`src/rtl/bce_pkg.sv`:
```
// ----------------------------------------------------------------------------
// bce_pkg
// shared types and constants of the battery charge estimator
// ----------------------------------------------------------------------------
package bce_pkg;

    // field widths
    localparam int SMP_W  = 11;   // pin sample, mV
    localparam int MVF_W  = 14;   // full battery voltage (median times five)
    localparam int MV_W   = 13;   // battery voltage as delivered
    localparam int PCT_W  = 7;    // charge percent
    localparam int LAST_W = 8;    // stored previous percent

    // discharge curve
    localparam int CURVE_POINTS = 21;
    localparam int IDX_W  = $clog2(CURVE_POINTS);
    localparam int SPAN_W = 9;    // widest curve segment is 340 mV

    // divider operands
    localparam int NUM_W = SPAN_W + PCT_W;
    localparam int CNT_W = $clog2(NUM_W + 1);

    localparam logic [MV_W-1:0] CURVE_MV [CURVE_POINTS] = '{
        13'd4200, 13'd4150, 13'd4110, 13'd4080, 13'd4020, 13'd3980, 13'd3950,
        13'd3910, 13'd3870, 13'd3850, 13'd3840, 13'd3820, 13'd3800, 13'd3790,
        13'd3770, 13'd3750, 13'd3730, 13'd3710, 13'd3690, 13'd3610, 13'd3270
    };
    localparam logic [PCT_W-1:0] CURVE_PCT [CURVE_POINTS] = '{
        7'd100, 7'd95, 7'd90, 7'd85, 7'd80, 7'd75, 7'd70,
        7'd65,  7'd60, 7'd55, 7'd50, 7'd45, 7'd40, 7'd35,
        7'd30,  7'd25, 7'd20, 7'd15, 7'd10, 7'd5,  7'd0
    };

    localparam logic [MV_W-1:0]   MV_SAT       = 13'd8191;
    localparam logic [LAST_W-1:0] NO_READING   = 8'd255;
    localparam logic [LAST_W-1:0] PCT_LIMIT    = 8'd100;
    localparam logic [PCT_W-1:0]  MAX_DROP_RST = 7'd10;

    // divider request and response
    typedef struct packed {
        logic              start;
        logic [NUM_W-1:0]  numer;
        logic [SPAN_W-1:0] denom;
    } div_req_t;

    typedef struct packed {
        logic              done;
        logic [NUM_W-1:0]  quot;
    } div_rsp_t;

endpackage

```
`src/rtl/bce_div.sv`:
```
// ----------------------------------------------------------------------------
// bce_div
// restoring shift-subtract divider, one quotient bit per cycle
// ----------------------------------------------------------------------------
module bce_div
    import bce_pkg::*;
(
    input  logic     aclk,
    input  logic     aresetn,
    input  div_req_t req,
    output div_rsp_t rsp
);

    logic              busy_reg, busy_next;
    logic              done_reg, done_next;
    logic [CNT_W-1:0]  cnt_reg, cnt_next;
    logic [SPAN_W-1:0] rem_reg, rem_next;
    logic [SPAN_W-1:0] den_reg, den_next;
    logic [NUM_W-1:0]  quo_reg, quo_next;

    logic [SPAN_W:0]   trial;
    logic [SPAN_W:0]   diff;
    logic              ge;

    assign trial = {rem_reg, quo_reg[NUM_W-1]};
    assign ge    = trial >= {1'b0, den_reg};
    assign diff  = trial - {1'b0, den_reg};

    always_comb begin
        busy_next = busy_reg;
        done_next = 1'b0;
        cnt_next  = cnt_reg;
        rem_next  = rem_reg;
        den_next  = den_reg;
        quo_next  = quo_reg;
        if (req.start) begin
            busy_next = 1'b1;
            cnt_next  = '0;
            rem_next  = '0;
            den_next  = req.denom;
            quo_next  = req.numer;
        end else if (busy_reg) begin
            // remainder stays below the divisor, so the top bit drops
            rem_next = ge ? diff[SPAN_W-1:0] : trial[SPAN_W-1:0];
            quo_next = {quo_reg[NUM_W-2:0], ge};
            cnt_next = cnt_reg + 1'b1;
            if (cnt_reg == CNT_W'(NUM_W - 1)) begin
                busy_next = 1'b0;
                done_next = 1'b1;
            end
        end
    end

    always_ff @(posedge aclk) begin
        if (!aresetn) begin
            busy_reg <= 1'b0;
            done_reg <= 1'b0;
            cnt_reg  <= '0;
        end else begin
            busy_reg <= busy_next;
            done_reg <= done_next;
            cnt_reg  <= cnt_next;
        end
        rem_reg <= rem_next;
        den_reg <= den_next;
        quo_reg <= quo_next;
    end

    assign rsp.done = done_reg;
    assign rsp.quot = quo_reg;

endmodule

```
`src/rtl/battery_charge_estimator.sv`:
```
// ----------------------------------------------------------------------------
// battery_charge_estimator
// lipo state of charge from three divided-pin samples, with downward slew limit
// ----------------------------------------------------------------------------
//  channel   dir  handshake            payload (lowest bit first)
//  s_        in   s_tvalid/s_tready    sample_first, sample_second, sample_third
//  m_        out  m_tvalid/m_tready    battery_mv, charge_pct
//  cfg_      in   cfg_valid/cfg_ready  max_drop
//
//  an item at or beyond a curve end goes from the median step straight to the
//  slew limit; otherwise the one-point-per-cycle search finds curve segment
//  k = 1..20, then the product and the 16-step divider give the percent
//  s_tready is high only in idle; a finished item waits in the output register
//  so the next item is taken while m_tready is low
//  reset (aresetn low, synchronous) clears max_drop to 10 and the previous
//  reading to "none"; cfg_ready is always high
// ----------------------------------------------------------------------------
module battery_charge_estimator
    import bce_pkg::*;
(
    input  logic        aclk,
    input  logic        aresetn,
    // input items
    input  logic        s_tvalid,
    output logic        s_tready,
    input  logic [39:0] s_tdata,   // sample_first[10:0], sample_second[21:11],
                                   // sample_third[32:22], zero pad [39:33]
    // result items
    output logic        m_tvalid,
    input  logic        m_tready,
    output logic [23:0] m_tdata,   // battery_mv[12:0], charge_pct[19:13],
                                   // zero pad [23:20]
    // max_drop register write
    input  logic        cfg_valid,
    output logic        cfg_ready,
    input  logic [6:0]  cfg_data   // max_drop[6:0]
);

    typedef enum logic [2:0] {
        ST_IDLE,
        ST_MED,
        ST_SEARCH,
        ST_MULT,
        ST_DSTART,
        ST_DWAIT,
        ST_SLEW,
        ST_DONE
    } state_t;

    state_t state_reg;

    // item working registers
    logic [SMP_W-1:0]  smp_a_reg, smp_b_reg, smp_c_reg;
    logic [MVF_W-1:0]  mv_reg;
    logic [IDX_W-1:0]  idx_reg;
    logic [SPAN_W-1:0] diff_reg;
    logic [SPAN_W-1:0] span_reg;
    logic [PCT_W-1:0]  dp_reg;
    logic [PCT_W-1:0]  plo_reg;
    logic [NUM_W-1:0]  prod_reg;
    logic [PCT_W-1:0]  pct_raw_reg;
    logic [PCT_W-1:0]  pct_reg;

    // persistent state
    logic [PCT_W-1:0]  max_drop_reg;
    logic [LAST_W-1:0] last_reg;

    // output register
    logic              m_valid_reg;
    logic [MV_W-1:0]   out_mv_reg;
    logic [PCT_W-1:0]  out_pct_reg;

    // divider instance
    div_req_t div_req;
    div_rsp_t div_rsp;

    bce_div u_div (
        .aclk    (aclk),
        .aresetn (aresetn),
        .req     (div_req),
        .rsp     (div_rsp)
    );

    assign div_req.start = (state_reg == ST_DSTART);
    assign div_req.numer = prod_reg;
    assign div_req.denom = span_reg;

    // median of three
    logic [SMP_W-1:0] med;
    always_comb begin
        if ((smp_a_reg <= smp_b_reg && smp_b_reg <= smp_c_reg) ||
            (smp_c_reg <= smp_b_reg && smp_b_reg <= smp_a_reg)) begin
            med = smp_b_reg;
        end else if ((smp_b_reg <= smp_a_reg && smp_a_reg <= smp_c_reg) ||
                     (smp_c_reg <= smp_a_reg && smp_a_reg <= smp_b_reg)) begin
            med = smp_a_reg;
        end else begin
            med = smp_c_reg;
        end
    end

    // median times five as shift and add
    logic [MVF_W-1:0] mv_full;
    assign mv_full = {1'b0, med, 2'b00} + MVF_W'(med);

    // current curve segment: point idx is the low end, idx-1 the high end
    logic [IDX_W-1:0] idx_hi;
    logic [MVF_W-1:0] seg_lo_mv;
    logic [MV_W-1:0]  seg_span;
    logic [MVF_W-1:0] seg_diff;
    assign idx_hi    = idx_reg - 1'b1;
    assign seg_lo_mv = MVF_W'(CURVE_MV[idx_reg]);
    assign seg_span  = CURVE_MV[idx_hi] - CURVE_MV[idx_reg];
    assign seg_diff  = mv_reg - seg_lo_mv;

    // downward slew limit
    logic [LAST_W-1:0] pct_ext;
    logic [LAST_W-1:0] fall;
    logic [LAST_W-1:0] limited;
    logic              limit_hit;
    assign pct_ext   = {1'b0, pct_raw_reg};
    assign fall      = last_reg - pct_ext;
    assign limited   = last_reg - {1'b0, max_drop_reg};
    assign limit_hit = (last_reg <= PCT_LIMIT) && (pct_ext < last_reg) &&
                       (fall > {1'b0, max_drop_reg});

    // finished item moves into the output register once that is free
    logic out_load;
    assign out_load = (state_reg == ST_DONE) && (!m_valid_reg || m_tready);

    always_ff @(posedge aclk) begin
        if (!aresetn) begin
            state_reg    <= ST_IDLE;
            max_drop_reg <= MAX_DROP_RST;
            last_reg     <= NO_READING;
            m_valid_reg  <= 1'b0;
        end else begin
            if (cfg_valid) begin
                max_drop_reg <= cfg_data;
            end
            if (out_load) begin
                m_valid_reg <= 1'b1;
            end else if (m_tready) begin
                m_valid_reg <= 1'b0;
            end
            unique case (state_reg)
                ST_IDLE: begin
                    if (s_tvalid) begin
                        smp_a_reg <= s_tdata[10:0];
                        smp_b_reg <= s_tdata[21:11];
                        smp_c_reg <= s_tdata[32:22];
                        state_reg <= ST_MED;
                    end
                end
                ST_MED: begin
                    mv_reg  <= mv_full;
                    idx_reg <= IDX_W'(1);
                    // at or beyond either end of the curve the percent is fixed
                    if (mv_full >= MVF_W'(CURVE_MV[0])) begin
                        pct_raw_reg <= CURVE_PCT[0];
                        state_reg   <= ST_SLEW;
                    end else if (mv_full <= MVF_W'(CURVE_MV[CURVE_POINTS-1])) begin
                        pct_raw_reg <= CURVE_PCT[CURVE_POINTS-1];
                        state_reg   <= ST_SLEW;
                    end else begin
                        state_reg <= ST_SEARCH;
                    end
                end
                ST_SEARCH: begin
                    // one curve point per cycle, top down
                    if (mv_reg >= seg_lo_mv) begin
                        diff_reg  <= seg_diff[SPAN_W-1:0];
                        span_reg  <= seg_span[SPAN_W-1:0];
                        dp_reg    <= CURVE_PCT[idx_hi] - CURVE_PCT[idx_reg];
                        plo_reg   <= CURVE_PCT[idx_reg];
                        state_reg <= ST_MULT;
                    end else begin
                        idx_reg <= idx_reg + 1'b1;
                    end
                end
                ST_MULT: begin
                    prod_reg <= NUM_W'(diff_reg) * NUM_W'(dp_reg);
                    // flat segment gives the low point directly
                    if (span_reg == '0) begin
                        pct_raw_reg <= plo_reg;
                        state_reg   <= ST_SLEW;
                    end else begin
                        state_reg <= ST_DSTART;
                    end
                end
                ST_DSTART: begin
                    state_reg <= ST_DWAIT;
                end
                ST_DWAIT: begin
                    // quotient stays below the segment's percent step
                    if (div_rsp.done) begin
                        pct_raw_reg <= plo_reg + div_rsp.quot[PCT_W-1:0];
                        state_reg   <= ST_SLEW;
                    end
                end
                ST_SLEW: begin
                    if (limit_hit) begin
                        pct_reg  <= limited[PCT_W-1:0];
                        last_reg <= limited;
                    end else begin
                        pct_reg  <= pct_raw_reg;
                        last_reg <= pct_ext;
                    end
                    state_reg <= ST_DONE;
                end
                ST_DONE: begin
                    // hand over once the output register is free
                    if (out_load) begin
                        out_mv_reg  <= (mv_reg > MVF_W'(MV_SAT)) ? MV_SAT
                                                                  : mv_reg[MV_W-1:0];
                        out_pct_reg <= pct_reg;
                        state_reg   <= ST_IDLE;
                    end
                end
                default: begin
                    state_reg <= ST_IDLE;
                end
            endcase
        end
    end

    assign s_tready  = (state_reg == ST_IDLE);
    assign m_tvalid  = m_valid_reg;
    assign m_tdata   = {4'b0000, out_pct_reg, out_mv_reg};
    assign cfg_ready = 1'b1;

endmodule

```
`config.mk`:
```
export PLATFORM = sky130hd
export DESIGN_NAME = battery_charge_estimator
export DESIGN_NICKNAME = d
export VERILOG_FILES = /design/src/rtl/bce_pkg.sv /design/src/rtl/bce_div.sv /design/src/rtl/battery_charge_estimator.sv
export SDC_FILE = /design/constraint.sdc
export NUM_CORES = 1
export LEC_CHECK = 0
export ABC_AREA = 1
export BUFFER_PORTS_ARGS = -buffer_cell sky130_fd_sc_hd__buf_2
export CORE_MARGIN = 2
export CORE_UTILIZATION = 51
export CTS_CLUSTER_SIZE = 8
export DETAILED_ROUTE_END_ITERATION = 6
export PLACE_DENSITY_LB_ADDON = 0.1
export REMOVE_ABC_BUFFERS = 1
export SLEW_MARGIN = 10
export SYNTH_ARGS = -nofsm -noshare
export SYNTH_HDL_FRONTEND = slang
export SYNTH_HIERARCHICAL = 1
export SYNTH_SLANG_ARGS = --single-unit
```
`constraint.sdc`:
```
create_clock -name aclk -period 4.7 [get_ports aclk]
set_input_delay 0.705 -clock aclk [delete_from_list [all_inputs] [get_ports aclk]]
set_output_delay 0.705 -clock aclk [all_outputs]
set_load 0.005 [all_outputs]
```
-- Yosys cells after proc, flatten, opt, wreduce, memory -nomap -nowiden
Memory sizes are Yosys's and may differ from the RTL's.
Cells that the tools add are included.
- output and inout bits: 27
- register bits after elaboration: 194
- bits of input ports: 52
- ROM bits: 1280
- word-level logic and storage cells: 139
- memories kept: 4
- eq/ne operators: 15
- multipliers: 1
- bitwise gates (word level): 4
- reductions and logical operators: 28
- add/sub/neg operators: 11
- order comparisons: 16
- multiplexer cells: 36
- memories (memory ; depth ; bits a word ; read ports ; clocked after memory_dff ; wr ports ; RTL line ; text):
    (name not given) ; 32 ; 13 ; 1 ; 0 ; 0 ; battery_charge_estimator.sv:113 ; assign seg_span = CURVE_MV[idx_hi] - CURVE_MV[idx_reg];
    (name not given) ; 32 ; 13 ; 1 ; 0 ; 0 ; battery_charge_estimator.sv:113 ;
    (name not given) ; 32 ; 7 ; 1 ; 0 ; 0 ; battery_charge_estimator.sv:175 ; plo_reg <= CURVE_PCT[idx_reg];
    (name not given) ; 32 ; 7 ; 1 ; 0 ; 0 ; battery_charge_estimator.sv:174 ; dp_reg <= CURVE_PCT[idx_hi] - CURVE_PCT[idx_reg];
- operators with widths (kind ; count):
    $le 11x11->1 ; 6
    $mux 7 ; 9
    $mux 16 ; 2
    $mux 9 ; 3
    $sub 9x9->9 ; 3
    $mux 13 ; 2
    $pmux 3 s8 ; 1
    $mux 11 ; 2
    $pmux 7 s3 ; 1
    $mux 3 ; 6
    $mul 9x7->16 ; 1
    $sub 8x7->8 ; 2
    $add 13x11->14 ; 1
    $ge 14x13->1 ; 1
    $ge 14x13->1 const B ; 1
    $gt 14x13->1 const B ; 1
    $le 14x12->1 const B ; 1
    $eq 3x3->1 const B ; 4
    $ge 6x6->1 const B ; 2
    $not 5->6 ; 2
    $reduce_and 3->1 ; 4
    $add 5x1->5 const B ; 2
    $ge 10x9->1 ; 1
    $ne 2x2->1 const B ; 5
    29 further kinds ; 48

-- Longest topological paths before layout
- depth in word-level cells: 10
- mapped depth: 31
- gate-level depth less buffers: 31

-- By module
Netlist, hierarchy kept.
- modules (own cells, without submodules) (module ; instances ; seq. area each (µm²) ; area each (µm²) ; cells an instance):
    battery_charge_estimator ; 1 ; 4374.2 ; 11554.8 ; 1323
    bce_div ; 1 ; 1071.0 ; 2183.3 ; 264

-- Worst setup path before layout
OpenSTA, ideal clock, no wires.
- path type: flip-flop to flip-flop
- start: reg dp_reg[6]
- end: reg prod_reg[15], data pin
- path buffers: 1
- required time: 4438 ps
- library setup time: 262 ps
- slack: 184 ps
- stages on the path, launching flop included: 18
- arrival: 4254 ps
- period minus slack after synthesis: 4516 ps
- path through: edfxtp_1 -> clkbuf_1 -> nand2_1 -> fa_1 -> fa_1 -> fa_1 -> inv_1 -> fa_1 -> ha_1 -> nand2_1 -> nor3_1 -> nor2_1 -> o21ai_0 -> a21oi_1 -> o21ai_0 -> a21oi_1 -> o21bai_1 -> xor2_1
- word-level cells in the longest chain between the ends: 1
- ends and longest elaborated chain (what ; RTL line ; text):
    from (decl) ; battery_charge_estimator.sv:58 ; logic [PCT_W-1:0] dp_reg;
    from (signal assigned) ; battery_charge_estimator.sv:174 ;
    $mul 9x7->16 ; battery_charge_estimator.sv:182 ; prod_reg <= NUM_W'(diff_reg) * NUM_W'(dp_reg);
    to (signal assigned) ; battery_charge_estimator.sv:182 ;
    to (decl) ; battery_charge_estimator.sv:60 ; logic [NUM_W-1:0] prod_reg;
No other way between the ends.
A chain may end at the register's enable or synchronous reset.

-- Worst setup path after layout
- start: reg dp_reg[3]
- end: reg prod_reg[15], data pin
Same word-level chain as after synthesis.

==> results_dict.tcl <==
set metrics [dict create \
    hold_class "reg2reg" \
    path_cells "nand2_1, inv_1, fa_1, inv_1, fa_1, fa_1, inv_1, fa_1, ha_4, nand2_1, nor3_1, nor2_1, o21ai_1, a21oi_1, o21ai_1, a21oi_1, o21bai_1, xor2_1" \
    drv_slew 0 \
    fin_crit_sh_pct 94.4 \
    numCtsBuffers 17 \
    worst-path-stages 18 \
    r2r_end "prod_reg[15]" \
    hold_buffers 0 \
    fin_nets 1953 \
    vias 10647 \
    yosys_warnings 6 \
    grt_usage_pct 22.2 \
    clk_latency_ns 0.45 \
    yosysUniqueCellTypes 52 \
    drive_above_1_share_pct 14.4 \
    vdd_drop_max_uv 356 \
    grt_pass1_vias 10235 \
    drv_cap 0 \
    timing.hold.ws_ns 0.425 \
    cts_tree "done" \
    worst_slack_ns 0.264 \
    coreArea_um2 26700 \
    cts_buffer_depth 2 \
    finalNonFillerCells 2063 \
    die_y_um 168 \
    postSynthAreaPerCell_um2 8.66 \
    synth_edf_count 158 \
    final_cell_mix "nand2_1, inv_1, edfxtp_1" \
    yosys.area_share.adder_pct 19.8 \
    htreeDepth 4 \
    critPathSlowestCell "fa_1" \
    io_buffers 66 \
    critPathMaxStageDelay_ns 0.54 \
    drt_iter0_drc 711 \
    startpoint "dp_reg[3]" \
    grt_max_degree 34 \
    path_clk_slew_ns 0.08 \
    ff2ff_path_depth 18 \
    synthMuxAreaShare_pct 0 \
    nFillCells 2387 \
    multi_input_area_um2 7270 \
    ys_seq_area_share_pct 39.6 \
    die_area_um2 28300 \
    root_buffer "clkbuf_16" \
    synth_top_family_by_area "adder cells" \
    drc 2 \
    crit_required_ns 4.89 \
    syn_inst 1587 \
    slew_headroom_pct 30.4 \
    crit_family "adder cells" \
    p_leak_nw 7.48 \
    clock-sinks 193 \
    drt_wl_total_um 30600 \
    clock_skew_ns 0.0139 \
    synthArstFlopShare_pct 0 \
    violations "DRC" \
    synthSimpleGateAreaFrac_pct 18.2 \
    dp_cells 2015 \
    syn_area_um2 13700 \
    io_pins 79 \
    reg2reg_setup_slack_ns 0.26 \
    seqCellArea_um2 5450 \
    final.min_clock_period_ns 4.44 \
    drt-wirelength-per-cell_um 14.8 \
    layout_commonest_cell "nand2_1" \
    start_util_pct 51.4 \
    synth-main-ff-cell "edfxtp_1" \
    diodes 0 \
    path_class "reg2reg" \
    synthXorXnorAreaFrac_pct 3.38 \
    dp_hpwl_um 24000 \
    end_kind "flop" \
    synth_compound_area_share_pct 9.87 \
    r2r_start "dp_reg[3]" \
    cp_num_buf_inv 3 \
    crit_fanout 4 \
    synth_seq_cells 193 \
    finalSetupTns_ns 0 \
    crit_path_end "prod_reg[15]" \
    crit_top_cell "fa_1" \
    cp-start-kind "flop" \
    post-place-ws_ns 0.000436 \
    hold_depth 0 \
    drt_first_pass_iters 7 \
    area_delta_synth_final_pct 13.9 \
    ant_nets 0 \
    critPathArrivalTime_ns 4.62 \
    die_w_um 168 \
    hold_viol 0 \
    tightest_slew_ns 1.04 \
    antenna_found_initial 0 \
    status "complete, but fails checks" \
    via_per_inst 5.16 \
    grt_pass1_wl_um 50200 \
    power_mw 9.49 \
    fmax_mhz 225 \
    power_density_nw_per_um2 607 \
    row_count 60 \
    grt-ovfl-total 0 \
    place.gp.congestion 0.931 \
    setup_viol 0 \
]
cells in the mapped netlist (all sizes together), types with 8 or more instances:
cell    number  area share [%]
clkbuf      20            0.55
dfxtp       35             5.1
nor2       108             3.0
fa          42             6.1
ha         150              14
nand3       59             2.4
nand4        8            0.36
a31oi        8            0.36
a21oi      100             3.7
edfxtp     158              35
nor3        18            0.66
xor2        39             2.5
or2         15            0.68
xnor2       14            0.89
buf         13            0.69
inv        283             7.8
nand2      364              10
o21ai       86             3.2
layer usage:
metal	routed length (um)	global-route usage, %	vias up
met5	0	0	-
met4	465	5.92	0
met2	14100	36.2	203
met3	1160	3.24	33
li1	-	-	5429
met1	14900	31.1	4982
worst min-delay path by stage:
stage	startpoint	to
4_1_cts	s_tdata[3]	smp_a_reg[3]
6_report	pct_reg[3]	out_pct_reg[3]
3_3_place_gp	pct_reg[0]	out_pct_reg[0]
2_1_floorplan	pct_reg[0]	out_pct_reg[0]
3_5_place_dp	pct_reg[3]	out_pct_reg[3]
5_1_grt	s_tdata[11]	smp_b_reg[0]
metrics by stage:
| stage | instance area (um^2) | utilization, % |
|---|---|---|
| after global routing | 15700 | 58.6 |
| after floorplan | 13600 | - |
| final | 15700 | 58.6 |
| after detailed placement | 14700 | 55.2 |
| after CTS | 15300 | 57.4 |
| after global placement | 14700 | 55.2 |
cell families after synthesis:
logic type      after synthesis
compound gates              242
xor+xnor                     53
fa+ha+maj                   192
buf+inv                     318
flops                       193
other cells                   2
simple gates                587
layout make-up:
type                    instances  area share, %
clock buffers                  20           2.99
clock inverters                12          0.847
inverters                     285           6.85
multi-input cells            1080           46.4
flip-flops and latches        193           34.8
well taps                     341           2.73
repair buffers                132           5.36
repair_timing:
item                                    CTS  global route
pin swaps                                 0            11
resized for setup                         1            39
buffers inserted                          0            16
endpoints found under the setup margin    1            14
power breakdown:
| part | total (mW) | internal, mW | leakage (nW) | switching, mW |
|---|---|---|---|---|
| logic | 5.32 | 2.22 | 5.45 | 3.10 |
| registers | 2.68 | 2.46 | 1.73 | 0.217 |
| clock network | 1.49 | 0.759 | 0.296 | 0.731 |
Note: power is estimated with default switching activity, not from simulation.
